### src/rtl/lpga_pkg.sv
// Shared types, field widths, command codes and datapath operations.
`default_nettype none

package lpga_pkg;

    // Parameter defaults for the top level
    localparam int DEF_MAX_NODES  = 16;
    localparam int DEF_LABEL_BITS = 16;

    // Fixed field widths
    localparam int CMD_W      = 3;
    localparam int IDX_W      = 8;
    localparam int LABEL_W    = 16;
    localparam int SIZE_W     = 5;
    localparam int NODE_OUT_W = 5;
    localparam int CNT_W      = 9;
    localparam int LIST_AW    = 8;
    localparam int LIST_CAP   = 256;
    localparam int REG_IDX_W  = 2;
    localparam int CFG_DATA_W = 5;
    localparam int DIM_W      = 2 * SIZE_W;
    localparam int DIV_CNT_W  = $clog2(IDX_W);
    localparam int SIZE_RESET = 16;

    // Stream payload widths
    localparam int IN_TDATA_W  = 32;
    localparam int OUT_TDATA_W = 40;

    typedef logic [CMD_W-1:0] t_cmd;

    localparam t_cmd CMD_LOAD_A   = 3'd0;
    localparam t_cmd CMD_LOAD_B   = 3'd1;
    localparam t_cmd CMD_FINALIZE = 3'd2;
    localparam t_cmd CMD_QUERY    = 3'd3;
    localparam t_cmd CMD_PAIR     = 3'd4;

    typedef logic [REG_IDX_W-1:0] t_reg_idx;

    localparam t_reg_idx REG_MODE   = 2'd0;
    localparam t_reg_idx REG_SIZE_A = 2'd1;
    localparam t_reg_idx REG_SIZE_B = 2'd2;

    // One operation per cycle from the controller to the datapath
    typedef enum logic [4:0] {
        OP_NONE,
        OP_LATCH,
        OP_LOAD,
        OP_DIV_STEP,
        OP_RD_IK,
        OP_RD_JL,
        OP_RD_EDGE,
        OP_FULL_RES,
        OP_RD_LIST_HI,
        OP_RD_LIST_LO,
        OP_RD_PAIR_EDGE,
        OP_CMP_RES,
        OP_RD_LIST_ROW,
        OP_PAIR_RES,
        OP_FIN_START,
        OP_FIN_RD_A,
        OP_FIN_RD_B,
        OP_FIN_CMP,
        OP_FIN_END,
        OP_RES_BASIC
    } t_dp_op;

    // Status from the datapath back to the controller
    typedef struct packed {
        t_cmd cmd;
        logic mode;
        logic err;
        logic same_idx;
        logic fin_b_last;
        logic fin_a_last;
    } t_dp_status;

endpackage

`default_nettype wire

### src/rtl/lpga_ctrl.sv
// Controller state machine: sequences store reads, division and the finalize scan.
`default_nettype none

module lpga_ctrl (
    input  wire logic                 i_clk,
    input  wire logic                 i_rst_n,
    input  wire logic                 i_in_valid,
    input  wire logic                 i_out_ready,
    input  wire lpga_pkg::t_dp_status i_status,
    output logic                      o_in_ready,
    output logic                      o_out_valid,
    output lpga_pkg::t_dp_op          o_op
);

    import lpga_pkg::*;

    typedef enum logic [4:0] {
        S_IDLE,
        S_DECODE,
        S_LOAD,
        S_RES_BASIC,
        S_DIV,
        S_RD_IK,
        S_RD_JL,
        S_RD_EDGE,
        S_FULL_RES,
        S_LIST_HI,
        S_LIST_LO,
        S_PAIR_EDGE,
        S_CMP_RES,
        S_LIST_ROW,
        S_PAIR_RES,
        S_FIN_START,
        S_FIN_A,
        S_FIN_B,
        S_FIN_CMP,
        S_FIN_END
    } t_state;

    t_state                r_state;
    t_state                n_state;
    logic [DIV_CNT_W-1:0]  r_div_cnt;
    logic [DIV_CNT_W-1:0]  n_div_cnt;
    logic                  r_out_valid;
    logic                  n_out_valid;
    logic                  out_free;

    assign out_free = !r_out_valid || i_out_ready;

    always_comb begin
        n_state     = r_state;
        n_div_cnt   = r_div_cnt;
        n_out_valid = r_out_valid && !i_out_ready;
        o_op        = OP_NONE;
        unique case (r_state)
            S_IDLE: begin
                if (i_in_valid) begin
                    o_op    = OP_LATCH;
                    n_state = S_DECODE;
                end
            end
            S_DECODE: begin
                unique case (i_status.cmd)
                    CMD_LOAD_A, CMD_LOAD_B: begin
                        n_state = i_status.err ? S_RES_BASIC : S_LOAD;
                    end
                    CMD_FINALIZE: n_state = S_FIN_START;
                    CMD_QUERY: begin
                        if (i_status.err) begin
                            n_state = S_RES_BASIC;
                        end else if (!i_status.mode) begin
                            n_state = S_DIV;
                        end else if (i_status.same_idx) begin
                            n_state = S_RES_BASIC;
                        end else begin
                            n_state = S_LIST_HI;
                        end
                    end
                    CMD_PAIR: n_state = i_status.err ? S_RES_BASIC : S_LIST_ROW;
                    default:  n_state = S_RES_BASIC;
                endcase
            end
            S_LOAD: begin
                o_op    = OP_LOAD;
                n_state = S_RES_BASIC;
            end
            S_DIV: begin
                o_op      = OP_DIV_STEP;
                n_div_cnt = r_div_cnt + 1'b1;
                if (r_div_cnt == DIV_CNT_W'(IDX_W - 1)) begin
                    n_state = S_RD_IK;
                end
            end
            S_RD_IK: begin
                o_op    = OP_RD_IK;
                n_state = S_RD_JL;
            end
            S_RD_JL: begin
                o_op    = OP_RD_JL;
                n_state = S_RD_EDGE;
            end
            S_RD_EDGE: begin
                o_op    = OP_RD_EDGE;
                n_state = S_FULL_RES;
            end
            S_LIST_HI: begin
                o_op    = OP_RD_LIST_HI;
                n_state = S_LIST_LO;
            end
            S_LIST_LO: begin
                o_op    = OP_RD_LIST_LO;
                n_state = S_PAIR_EDGE;
            end
            S_PAIR_EDGE: begin
                o_op    = OP_RD_PAIR_EDGE;
                n_state = S_CMP_RES;
            end
            S_LIST_ROW: begin
                o_op    = OP_RD_LIST_ROW;
                n_state = S_PAIR_RES;
            end
            S_FIN_START: begin
                o_op    = OP_FIN_START;
                n_state = S_FIN_A;
            end
            S_FIN_A: begin
                o_op    = OP_FIN_RD_A;
                n_state = S_FIN_B;
            end
            S_FIN_B: begin
                o_op    = OP_FIN_RD_B;
                n_state = S_FIN_CMP;
            end
            S_FIN_CMP: begin
                o_op = OP_FIN_CMP;
                if (!i_status.fin_b_last) begin
                    n_state = S_FIN_B;
                end else if (!i_status.fin_a_last) begin
                    n_state = S_FIN_A;
                end else begin
                    n_state = S_FIN_END;
                end
            end
            S_FIN_END: begin
                o_op    = OP_FIN_END;
                n_state = S_RES_BASIC;
            end
            S_RES_BASIC, S_FULL_RES, S_CMP_RES, S_PAIR_RES: begin
                // The result is written straight into the output register,
                // so it waits here until that register is free.
                if (out_free) begin
                    unique case (r_state)
                        S_FULL_RES: o_op = OP_FULL_RES;
                        S_CMP_RES:  o_op = OP_CMP_RES;
                        S_PAIR_RES: o_op = OP_PAIR_RES;
                        default:    o_op = OP_RES_BASIC;
                    endcase
                    n_out_valid = 1'b1;
                    n_state     = S_IDLE;
                end
            end
            default: n_state = S_IDLE;
        endcase
    end

    always_ff @(posedge i_clk) begin
        if (!i_rst_n) begin
            r_state     <= S_IDLE;
            r_div_cnt   <= '0;
            r_out_valid <= 1'b0;
        end else begin
            r_state     <= n_state;
            r_div_cnt   <= n_div_cnt;
            r_out_valid <= n_out_valid;
        end
    end

    assign o_in_ready  = (r_state == S_IDLE);
    assign o_out_valid = r_out_valid;

`ifndef SYNTHESIS
    a_accept_decode: assert property (@(posedge i_clk) disable iff (!i_rst_n)
        (i_in_valid && o_in_ready) |=> (r_state == S_DECODE))
        else $error("accepted request did not move to decode");

    a_valid_from_result: assert property (@(posedge i_clk) disable iff (!i_rst_n)
        $rose(r_out_valid) |-> $past(o_op == OP_FULL_RES || o_op == OP_CMP_RES
                                     || o_op == OP_PAIR_RES || o_op == OP_RES_BASIC))
        else $error("output valid raised without a result operation");

    a_div_cnt_idle: assert property (@(posedge i_clk) disable iff (!i_rst_n)
        (r_state != S_DIV) |-> (r_div_cnt == '0))
        else $error("divider step counter not cleared outside division");
`endif

endmodule

`default_nettype wire

### config.mk
export PLATFORM = sky130hd
export DESIGN_NAME = lpga_ctrl
export DESIGN_NICKNAME = d
export VERILOG_FILES = /design/src/rtl/lpga_pkg.sv /design/src/rtl/lpga_ctrl.sv
export SDC_FILE = /design/constraint.sdc
export NUM_CORES = 1
export LEC_CHECK = 0
export BUFFER_PORTS_ARGS = -buffer_cell sky130_fd_sc_hd__clkbuf_2
export CAP_MARGIN = 10
export CORE_ASPECT_RATIO = 0.7
export CORE_MARGIN = 2
export CORE_UTILIZATION = 35
export CTS_BUF_LIST = sky130_fd_sc_hd__clkbuf_2 sky130_fd_sc_hd__clkbuf_4 sky130_fd_sc_hd__clkbuf_8
export CTS_CLUSTER_SIZE = 40
export DETAILED_ROUTE_END_ITERATION = 10
export SYNTH_ARGS = -nofsm -noshare
export SYNTH_HDL_FRONTEND = slang
export SYNTH_SLANG_ARGS = --single-unit
### constraint.sdc
create_clock -name i_clk -period 1.6 [get_ports i_clk]
set_input_delay 0.08 -clock i_clk [delete_from_list [all_inputs] [get_ports i_clk]]
set_output_delay 0.08 -clock i_clk [all_outputs]
set_load 0.01 [all_outputs]
; ---- Yosys cells after proc, flatten, opt, wreduce, memory -nomap -nowiden
; Cells that the tools add are included.
[totals]
register_bits = 9
out_inout_bits = 7
input_bits = 12
[classes]
n_addsub = 1
eq_ne = 27
reduce_logical = 10
n_mux = 18
[ops]
columns = cell, n
row1 = $pmux W5 S16, 2
row2 = $eq A5 B4 Y1 const B, 8
row3 = $eq A5 B3 Y1 const B, 4
row4 = $eq A5 B5 Y1 const B, 4
row5 = $mux W5, 4
row6 = $mux W4, 4
row7 = $pmux W4 S4, 1
row8 = $pmux W5 S3, 1
row9 = $eq A5 B2 Y1 const B, 2
row10 = $eq A3 B2 Y1 const B, 2
row11 = $eq A3 B3 Y1 const B, 2
row12 = $ne A2 B2 Y1 const B, 3
row13 = $eq A5 B1 Y1 const B, 1
row14 = $logic_not A5 Y1, 1
row15 = $mux W1, 4
row16 = $mux W2, 2
row17 = $reduce_or A2 Y1, 2
row18 = $reduce_or A4 Y1, 1
row19 = $add A3 B1 Y3 const B, 1
row20 = $eq A3 B1 Y1 const B, 1
row21 = $logic_not A3 Y1, 1
row22 = $reduce_and A3 Y1, 1
row23 = $logic_not A1 Y1, 2
row24 = $logic_and A1 B1 Y1, 1
row25 = $logic_or A1 B1 Y1, 1

; ---- Longest topological paths before layout
[depth]
word_depth = 5
mapped_depth = 6
depth_no_buf = 6

; ---- Worst setup path after synthesis
; Ideal clock, no wire load.
[synth_path]
path_kind = register to register
start = register r_state[1]
end = register r_state[0]
arrival_time_ns = 1.422
slack_ns = 0.085
n_path_buf = 2
stages_incl_launch_ff = 6
required_time_ns = 1.508
path_cell_list = dfxtp_1 > clkbuf_1 > buf_2 > a2111o_1 > o221a_2 > o32ai_1
[synth_via]
elab_chain_cells = 4
elab_cells_between_ends = 27
cone_classes = eq/ne: 22 / mux: 1 / reduce/logical: 4
[synth_lines]
columns = element, line
row1 = from (decl), lpga_ctrl.sv:40  ; t_state r_state;
row2 = from (signal assigned), lpga_ctrl.sv:172  ; r_state <= n_state;
row3 = $eq A5 B4 Y1 / $eq A5 B2 Y1 (equally long branches), lpga_ctrl.sv:55  ; unique case (r_state)
row4 = $reduce_or A4 Y1, lpga_ctrl.sv:55
row5 = $ne A2 B2 Y1 (no source line), n/a
row6 = $reduce_and A3 Y1 (no source line), n/a
; Several ways; a longest one is shown, not always the timed one.
; A chain may end at the register's enable or synchronous reset.

; ---- Worst setup path after layout
[layout_path]
start = register r_state[3]
end = output o_op[0]
[layout_via]
elab_chain_cells = 3
elab_cells_between_ends = 21
cone_classes = eq/ne: 18 / mux: 1 / reduce/logical: 2
[layout_lines]
columns = element, line
row1 = $eq A5 B4 Y1 / $eq A5 B2 Y1 (equally long branches), lpga_ctrl.sv:55
row2 = $reduce_or A4 Y1, lpga_ctrl.sv:55
row3 = $pmux W5 S16 *, lpga_ctrl.sv:55
row4 = to (decl), lpga_ctrl.sv:12  ; output lpga_pkg::t_dp_op o_op
; Every way passes the cells marked *; elsewhere a longest branch is shown, timed or not.

==> impl_metrics.yaml <==
synth:
  syn_inst: 126
  synth-edff-count: 0
  synthFlopType: "dfxtp_1"
  synthArstFlopShare_pct: 0
  avgSynthCellArea_sq_um: 7.726
  yosys_register_bits: 9
  synth_cell_types: 51
  synth_top_area_share_pct: 18.51
  synth_area_leader_cell: "dfxtp_1"
  synth_warnings: 0
  yosysSeqAreaShare_pct: 18.51
  syn_nets: 140
  synth_area_leaders: "dfxtp_1 19%, a21oi_1 5.1%, nor2b_1 5.1%, nand2b_1 3.9%, o32ai_1 3.6%"
  syn_area_sq_um: 973.4
power_and_ir_drop:
  power_mw: 1.207
  combPwrFrac_pct: 53.5
  p_clk_share_pct: 23.6
  p_seq_share_pct: 22.9
  ir_drop_mv: 0.5754
  cell_internal_pwr_mw: 0.7566
  leakagePower_nw: 0.6416
  power.density_nw_per_um2: 822.3
  p_switching_mw: 0.4502
  swShare_pct: 37.31
worst_setup_path:
  worstSetupPathType: "flip-flop to output port"
  end_kind: "output port"
  crit_path_cell_trace: "buf_4 > nor4bb_4 > a21oi_2 > o32ai_1 > buf_2"
  r2r-start: "r_state[3]"
  slowest_delay_ns: 0.36
  cp-start-kind: "flip-flop"
  arrival_ns: 1.59
  reg2reg_to: "r_state[0]"
  regToRegSetupSlack_ns: -0.06
  crit_slowest_cell: "dfxtp_4"
  setup.worst_path.start: "r_state[3]"
  crit_path_end: "o_op[0]"
  required_ns: 1.52
  critPathMaxFanout: 5
  reg2reg_depth: 6
route:
  num_vias: 1198
  routed_wl_um: 3272
  post_drt_wl_per_cell_um: 16.04
  postRouteAntennaNets: 0
  routed_via_density: 5.873
  route.detailed.drc: 0
  dr.first_iter.drc_count: 87
  drt_first_pass_iters: 4
clock_tree:
  cts_buffer_depth: 2
  htreeDepth: 1
  clock_latency_ns: 0.23
  path_clk_slew_ns: 0.05
  root_buffer: "clkbuf_8"
  cts_tree: "built"
  cts_made_buffers: 3
  clock-sinks: 9
global_routing:
  antenna_found_initial: 0
  grt.total_usage_pct: 19.89
  use_met1_pct: 26.98
  use_met2_pct: 33.47
  grt_overflow: 0
  grt_pass1_wl_um: 4830
  grt_max_degree: 19
  grt_pass1_vias: 1040
  grt_use_met3_pct: 4.388
  busiest_layer: "met2"
floorplanning:
  die-height_um: 48.13
  row_count: 15
  core_sq_um: 2552
  initial_utilization_pct: 38.14
  die_x_um: 67.04
  dieArea_sq_um: 3226
  ios: 19
timing:
  fin_crit_sh_pct: 104.4
  clock.fmax_ghz: 0.5986
  period_needed_ns: 1.671
  hold_viol_final: 0
  slew_headroom_pct: 59.14
  final-max-slew-violation-count: 0
  finalWorstSetupSlack_ns: -0.07055
  setup-tns-final_ns: -0.1735
  skew_ns: 0.001754
  rsz0062_at_grt: "true"
  setup_viol: 4
  tightest_slew_ns: 0.5974
placed_design:
  gp_congestion: 0.8815
  dp_hpwl_um: 2271
  port-buffer-count: 18
run_status:
  status: "finished, violations left"
  failed_checks: "negative setup slack"
min_path:
  whs_path_depth: 2
  hold_path_class: "input pin to flip-flop"
final_layout:
  layout.nets: 185
  multi_input_area_sq_um: 802.0
  drive_above_1_share_pct: 44.71
  n_antenna_cell: 0
  final-seq-area_sq_um: 196.4
  nFillCells: 243
  synthToLayoutAreaGrowth_pct: 50.77
flow_run:
  maxCapViolCount: 0
==> what timing repair did <==
item,4_1_cts,5_1_grt
buffers inserted,0,8
pin swaps,1,7
endpoints found under the setup margin,6,8
resized for setup,11,24
hold buffers,0,0
==> logic make-up after synthesis <==
kind of cell    synth area share (%)
compound gates                 35.73
xor+xnor                       1.800
fa+ha+maj                      2.570
buf+inv                        6.812
flops                          18.51
mux                            3.085
simple gates                   31.49
==> worst max-delay path, delay by kind of cell, from the launching register on <==
family / cells / cell delay [ns]
and+or+nand+nor: 1 / 0.33
DFF: 1 / 0.36
buffers and inverters: 2 / 0.33
AOI/OAI and AO/OA: 2 / 0.34
==> Yosys cell counts (2+ instances only) <==
| cell type | count |
|---|---|
| nor2_1 | 4 |
| nor4_1 | 3 |
| or3_1 | 2 |
| and3b_1 | 2 |
| nand2_1 | 4 |
| nand2b_1 | 6 |
| nor2b_1 | 8 |
| ha_1 | 2 |
| o22ai_1 | 2 |
| o21ai_0 | 6 |
| a211o_1 | 2 |
| a21oi_1 | 10 |
| a31oi_1 | 3 |
| nand3_1 | 3 |
| a32o_1 | 2 |
| buf_2 | 2 |
| a22oi_1 | 2 |
| dfxtp_1 | 9 |
| or3b_2 | 2 |
| o32ai_1 | 4 |
| mux2i_1 | 3 |
| inv_1 | 5 |
| and2_1 | 2 |
| clkbuf_1 | 8 |
| and4b_1 | 2 |
| nor3_1 | 3 |
==> registers in the layout, indices dropped and copies added (netlist names) <==
register / count
r_state: 5
r_div_cnt: 3
o_out_valid: 1
==> per-layer routing <==
| layer | vias up | share of wire [%] |
|---|---|---|
| li1 | 581 | - |
| met1 | 563 | 45 |
| met2 | 52 | 47 |
| met3 | 2 | 8.2 |
| met4 | 0 | 0.061 |
| met5 | - | 0 |
==> cells in the final DEF, fill, tap and decap left out, types with 2 or more instances in the layout <==
cell and count:
nor2b_1 6, and4b_1 2, a211o_1 2, a21oi_1 9
nor2_1 4, buf_2 5, dfxtp_1 4, nand2b_1 6
or3b_2 2, o22ai_1 2, nor3_1 2, o32ai_2 3
dfxtp_4 4, nand2_1 4, nor2b_4 2, o21ai_1 2
a31oi_1 3, a32o_1 2, clkbuf_2 14, clkbuf_8 3
nand3_1 3, and3b_1 2, buf_6 2, mux2i_1 3
ha_1 2, and2_1 2, nor4_1 2, a22oi_1 2
buf_4 29, o21ai_0 4, inv_1 5
==> power by group through the flow <==
stage	combinational [mW]	clock, mW	sequential [mW]
final	0.646	0.285	0.276
after global routing	0.692	0.308	0.278
after CTS	0.577	0.293	0.274
after detailed placement	0.553	0	0.272
after global placement	0.543	0	0.271
after floorplan	0.334	0	0.263
==> through the flow <==
step | setup slack [ns] | instance area (sq um) | hold WS [ns] | instances | util [%]
finish | -0.07055 | 1468 | 0.2237 | 204 | 57.50
global route | -0.1342 | 1468 | 0.2518 | 204 | 57.50
CTS | -0.04924 | 1334 | 0.2205 | 196 | 52.25
detailed placement | -0.006172 | 1250 | 0.4678 | 192 | 48.97
global placement | 0.03368 | 1250 | 0.4628 | 192 | 48.97
floorplan | 0.08525 | 973.4 | 0.3275 | 126 | -
==> layout make-up <==
cell class                 count  area share, %
tap                           34          2.899
inverter                       6          1.535
sequential                     9          13.38
clock buffer                   4          3.325
timing repair buffer          51          24.21
multi-input combinational    100          54.65
==> worst min-delay path by stage <==
stage / end / from / slack (ns)
after global routing: r_state[4] / i_rst_n / 0.25
final: r_state[4] / i_rst_n / 0.22
after detailed placement: r_state[4] / i_rst_n / 0.47
after global placement: r_state[4] / i_rst_n / 0.46
after floorplan: r_state[3] / i_rst_n / 0.33
after CTS: r_state[4] / i_rst_n / 0.22
Power figures use the tool's default switching activity.
